### src/hdl/mpq_pkg.sv
package mpq_pkg;

  localparam int unsigned Capacity = 64;
  localparam int unsigned CountW   = $clog2(Capacity + 1);
  localparam int unsigned DataW    = 32;

  typedef enum logic {
    MODE_INSERT  = 1'b0,
    MODE_EXTRACT = 1'b1
  } mpq_mode_t;

  typedef enum logic [1:0] {
    ST_DONE  = 2'd0,
    ST_EMPTY = 2'd1,
    ST_FULL  = 2'd2
  } mpq_status_t;

  typedef struct packed {
    mpq_mode_t                 mode;
    logic signed [DataW-1:0]   value;
  } mpq_in_t;

  typedef struct packed {
    mpq_status_t               status;
    logic signed [DataW-1:0]   max_value;
    logic [CountW-1:0]         count_after;
  } mpq_out_t;

  // operation broadcast to every cell
  typedef struct packed {
    logic                      insert;
    logic                      extract;
    logic signed [DataW-1:0]   value;
  } mpq_op_t;

  // what a cell shows its neighbors
  typedef struct packed {
    logic                      valid;
    logic                      keep;
    logic signed [DataW-1:0]   value;
  } mpq_link_t;

endpackage

### src/hdl/mpq_cell.sv
module mpq_cell (
  input  logic               clk,
  input  logic               rst,
  input  mpq_pkg::mpq_op_t   op,
  input  mpq_pkg::mpq_link_t left,
  input  mpq_pkg::mpq_link_t right,
  output mpq_pkg::mpq_link_t link
);

  logic                            valid;
  logic                            valid_next;
  logic signed [mpq_pkg::DataW-1:0] value;
  logic signed [mpq_pkg::DataW-1:0] value_next;
  logic                            keep;

  // entry stays put when it is not smaller than the new word
  assign keep = valid && !(value < op.value);

  assign link.valid = valid;
  assign link.keep  = keep;
  assign link.value = value;

  always_comb begin
    valid_next = valid;
    value_next = value;
    if (op.insert) begin
      if (!keep) begin
        if (left.keep) begin
          valid_next = 1'b1;
          value_next = op.value;
        end else begin
          valid_next = left.valid;
          value_next = left.value;
        end
      end
    end else if (op.extract) begin
      valid_next = right.valid;
      value_next = right.value;
    end
  end

  always_ff @(posedge clk) begin
    if (rst) begin
      valid <= 1'b0;
    end else begin
      valid <= valid_next;
    end
  end

  always_ff @(posedge clk) begin
    value <= value_next;
  end

endmodule

### config.mk
export PLATFORM = sky130hd
export DESIGN_NAME = mpq_cell
export DESIGN_NICKNAME = d
export VERILOG_FILES = /design/src/hdl/mpq_pkg.sv /design/src/hdl/mpq_cell.sv
export SDC_FILE = /design/constraint.sdc
export NUM_CORES = 1
export LEC_CHECK = 0
export BUFFER_PORTS_ARGS = -buffer_cell sky130_fd_sc_hd__buf_2
export CORE_MARGIN = 2
export CORE_UTILIZATION = 45
export DETAILED_ROUTE_END_ITERATION = 16
export HOLD_SLACK_MARGIN = 0.03
export PLACE_DENSITY_LB_ADDON = 0.25
export SYNTH_ARGS = -nofsm -noshare
export SYNTH_HDL_FRONTEND = slang
export SYNTH_SLANG_ARGS = --single-unit
### constraint.sdc
create_clock -name clk -period 4.3 [get_ports clk]
set_input_delay 0.43 -clock clk [delete_from_list [all_inputs] [get_ports clk]]
set_output_delay 0.43 -clock clk [all_outputs]
set_load 0.03 [all_outputs]
Word-level counts from Yosys, hierarchy flattened. Cells that the tools add are included.

Output and inout port bits: 34. Word-level logic and storage cells: 16. Register bits after elaboration: 33. Input bits: 104.

$lt $le $gt $ge: 1. Mux-type cells: 8. Eq/ne operators: 1. Reductions and logical operators: 4.

Operators by type and width (count): 32-bit two-way mux (4); 32-bit < comparator (1); 1-bit two-way mux (4); 2-bit inequality test, second input constant (1); 2-bit AND reduction (1); 2-bit nonzero test (1); 1-bit logical AND (1); 1-bit zero test (1).

Depth between registers and ports, before layout.
Depth in word-level cells: 5. Gate-level depth with buffers: 9. Mapped depth without buffers: 9.

Worst setup path before layout. OpenSTA, ideal clock, no wires.

Kind: reg-to-reg. From: register value[30] in the netlist's numbering. To: register value[0] in the netlist's numbering (enable). Path slack: 0.337 ns. Data arrival time: 3.531 ns. Data required time: 3.868 ns. Clock period less this slack: 3.963 ns. Library setup time: 0.432 ns. Buffers on the path: 0. Stages on the path, launching flop included: 9. Cells stage by stage: edfxtp_1 > ha_1 > a21oi_1 > nand2_1 > a221o_1 > a311oi_1 > o31a_1 > mux2i_1 > a21oi_1.

Longest elaborated chain between the ends: 5.

RTL lines: start, declared (line mpq_cell.sv:12) `logic signed [mpq_pkg::DataW-1:0] value;`; start signal, assigned (line mpq_cell.sv:51) `value <= value_next;`; 32-bit < comparator (line mpq_cell.sv:17) `assign keep = valid && !(value < op.value);`; 1-bit zero test (line mpq_cell.sv:17); 1-bit logical AND (line mpq_cell.sv:17); named net keep (line mpq_cell.sv:14) `logic keep;`; 2-bit inequality test (no line); 2-bit AND reduction (no line).

The timed path passes the listed nets, and every way through them passes these cells. A chain may end at the register's enable or synchronous reset.

==> reports/metrics.yaml <==
power_and_ir_drop:
  p_total_mw: 0.9870
  p_leak_nw: 1.718
  power_per_cell_area_nw_per_um2: 300.5
  peakVddDrop_mv: 0.1988
grt:
  grt-busiest-layer: "met2"
  use_met3_pct: 4.943
  met1_usage_pct: 23.56
  overflow: 0
  grt_util_met2_pct: 36.21
  grt_pass1_wl_mm: 9.742
  grt_usage_pct: 19.99
  grt_max_degree: 69
  grt_pass1_vias: 2206
  antenna_found_initial: 0
timing:
  fin_tns_setup_ns: 0
  period_share_pct: 74.08
  relSlewSlack_pct: 34.08
  clock-skew-final_ns: 0.004856
  rsz0062_at_grt: "no"
  fin_crit_ns: 3.186
  setup_viol: 0
  fmax_mhz: 313.9
  worst_slew_pin_slew_ns: 0.9889
  hold_viol_final: 0
  slew_violations: 0
final_layout:
  multi_input_area_sq_um: 1320
  layout-drive-gt1-share_pct: 36.55
  seq_area_sq_um: 980.9
  fin_nets: 528
  syn_to_final_growth_pct: 32.78
  nFillCells: 452
  antenna_cells: 0
setup_path:
  cp-start-kind: "flop"
  reg2regPathDepth: 9
  crit_chain: "ha_1 -> a211o_1 -> a31oi_1 -> o221ai_1 -> a211oi_1 -> o31a_1 -> mux2i_1 -> buf_2"
  crit_arrival_ns: 2.76
  path_max_fanout: 3
  rr_startpoint: "value[2]"
  slowest_stage: "edfxtp_1"
  cp_slowest_stage_delay_ns: 0.40
  rrSetupSlack_ns: 1.21
  crit_required_ns: 3.87
  r2r_end: "value[24]"
  crit_type: "flop to output port"
  crit_path_end_kind: "output port"
floorplan:
  num_rows: 26
  ios: 138
  die_w_um: 78.14
  start_util_pct: 47.52
  fp.coreArea_sq_um: 5205
  die_h_um: 78.14
  dieArea_sq_um: 6106
cts:
  cts_tree: "done"
  path_clk_slew_ns: 0.07
  ctsHoldBuffers: 0
  clk_path_buf_depth: 2
  cts_setup_buffers: 0
  cts_htree_levels: 2
  cts_resized: 0
  clock-sinks: 33
  cts-root-buf: "clkbuf_8"
  cts_buffers: 5
  clock_latency_ns: 0.28
worst_hold_path:
  whs_endpoint: "valid"
  hold_start: "rst"
  holdPathStages: 3
  hp-class: "primary input to flop"
logic_synthesis:
  synthesis.nets: 397
  ys_warn_count: 0
  async_flop_share_pct: 0
  synth_edf_count: 32
  synth_area_leader_cell: "edfxtp_1"
  synth_top_area_share_pct: 38.85
  syn_area_per_cell_sq_um: 9.441
  syn_area_sq_um: 2474
  ys.flop_type: "edfxtp_1"
  seq_area_frac_synth_pct: 39.66
  synthTopCellsByArea: "edfxtp_1, ha_1, mux2i_1"
  synth_cells: 262
  synth_seq_cells: 33
  synth_cell_types: 27
outcome:
  status: "completed"
drt:
  antenna_left: 0
  drt-pass1-iter-count: 4
  drtIter0Drc: 63
  wirelength_mm: 5.891
  drc: 0
  vias_per_cell: 4.972
  drt-wirelength-per-cell_um: 12.70
  num_vias: 2307
placed_design:
  dp.final_hpwl_mm: 4.666
  place.gp.congestion: 0.7811
  portBuffers: 136
flow_run:
  drv_cap: 0
sequential cells by signal, indices dropped and copies added (netlist names):
name / cells
valid: 1
value: 32
worst max-delay path: cells and delay by family, from the launching register on:
family | cells | cell delay, ns
mux | 1 | 0.40
fa+ha+maj | 1 | 0.31
flops | 1 | 0.40
compound gates | 5 | 1.08
buf+inv | 1 | 0.29
worst max path at each step:
stage	from	to	slack [ns]	depth (start not counted)
2_1_floorplan	value[30]	value[0]	0.34	8
3_3_place_gp	op[2]	value[31]	1.01	11
3_5_place_dp	op[2]	value[0]	0.99	11
4_1_cts	value[2]	link[32]	1.06	8
5_1_grt	value[2]	link[32]	0.88	8
6_report	value[2]	link[32]	1.11	8
cell usage after synthesis, types with 2 or more instances:
library cell,instances
a211oi_1,3
a21o_1,2
a21oi_1,46
buf_2,3
buf_4,2
clkbuf_1,8
edfxtp_1,32
ha_1,31
inv_1,32
mux2i_1,33
nand2_1,8
nand2b_1,2
nand3_1,3
nand4_1,5
nor2_1,37
o21ai_0,4
kinds of logic after synthesis:
kind of cell | Yosys count | share of synthesized area [%]
AO/OA/AOI/OAI | 62 | 14.06
AND/OR/NAND/NOR | 57 | 9.813
buffers and inverters | 46 | 7.435
multiplexers | 33 | 13.35
flip-flops | 33 | 39.66
adder cells (fa/ha/maj) | 31 | 15.68
power by group:
| part | total (mW) | internal [mW] | leakage (nW) | switching (mW) |
|---|---|---|---|---|
| clock | 0.224 | 0.115 | 0.0395 | 0.109 |
| sequential | 0.420 | 0.401 | 0.325 | 0.0184 |
| combinational | 0.343 | 0.135 | 1.35 | 0.209 |
cell type report:
class,instances,area share [%]
clock buffers,8,2.438
repair buffers,138,21.18
inverters,32,3.657
multi-input cells,183,40.19
flip-flops and latches,33,29.87
well taps,70,2.667
routing by layer:
metal	part of all wire, %	vias to the layer above
met4	0.46	0
met1	42	1038
met2	51	70
li1	-	1197
met5	0	-
met3	6.4	2
metrics by stage:
step	worst slack, ns	cell area [sq um]	utilization [%]	hold slack (ns)	cells
3_5_place_dp	0.9901	3204	61.56	0.7459	456
5_1_grt	0.8792	3284	63.10	0.4561	464
3_3_place_gp	1.009	3204	61.56	0.7270	456
2_1_floorplan	0.3372	2474	-	0.6097	262
4_1_cts	1.062	3284	63.10	0.4510	464
6_report	1.114	3284	63.10	0.4571	464
cells in the final DEF, fill, tap and decap left out, drive strengths merged, types with 4 or more instances in the layout:
| master | count |
|---|---|
| ha | 31 |
| nand2 | 8 |
| buf | 138 |
| clkbuf | 8 |
| edfxtp | 32 |
| nand4 | 5 |
| nor2 | 37 |
| a21oi | 46 |
| inv | 32 |
| o21ai | 4 |
| mux2i | 33 |
(Power assumes the default switching activity.)
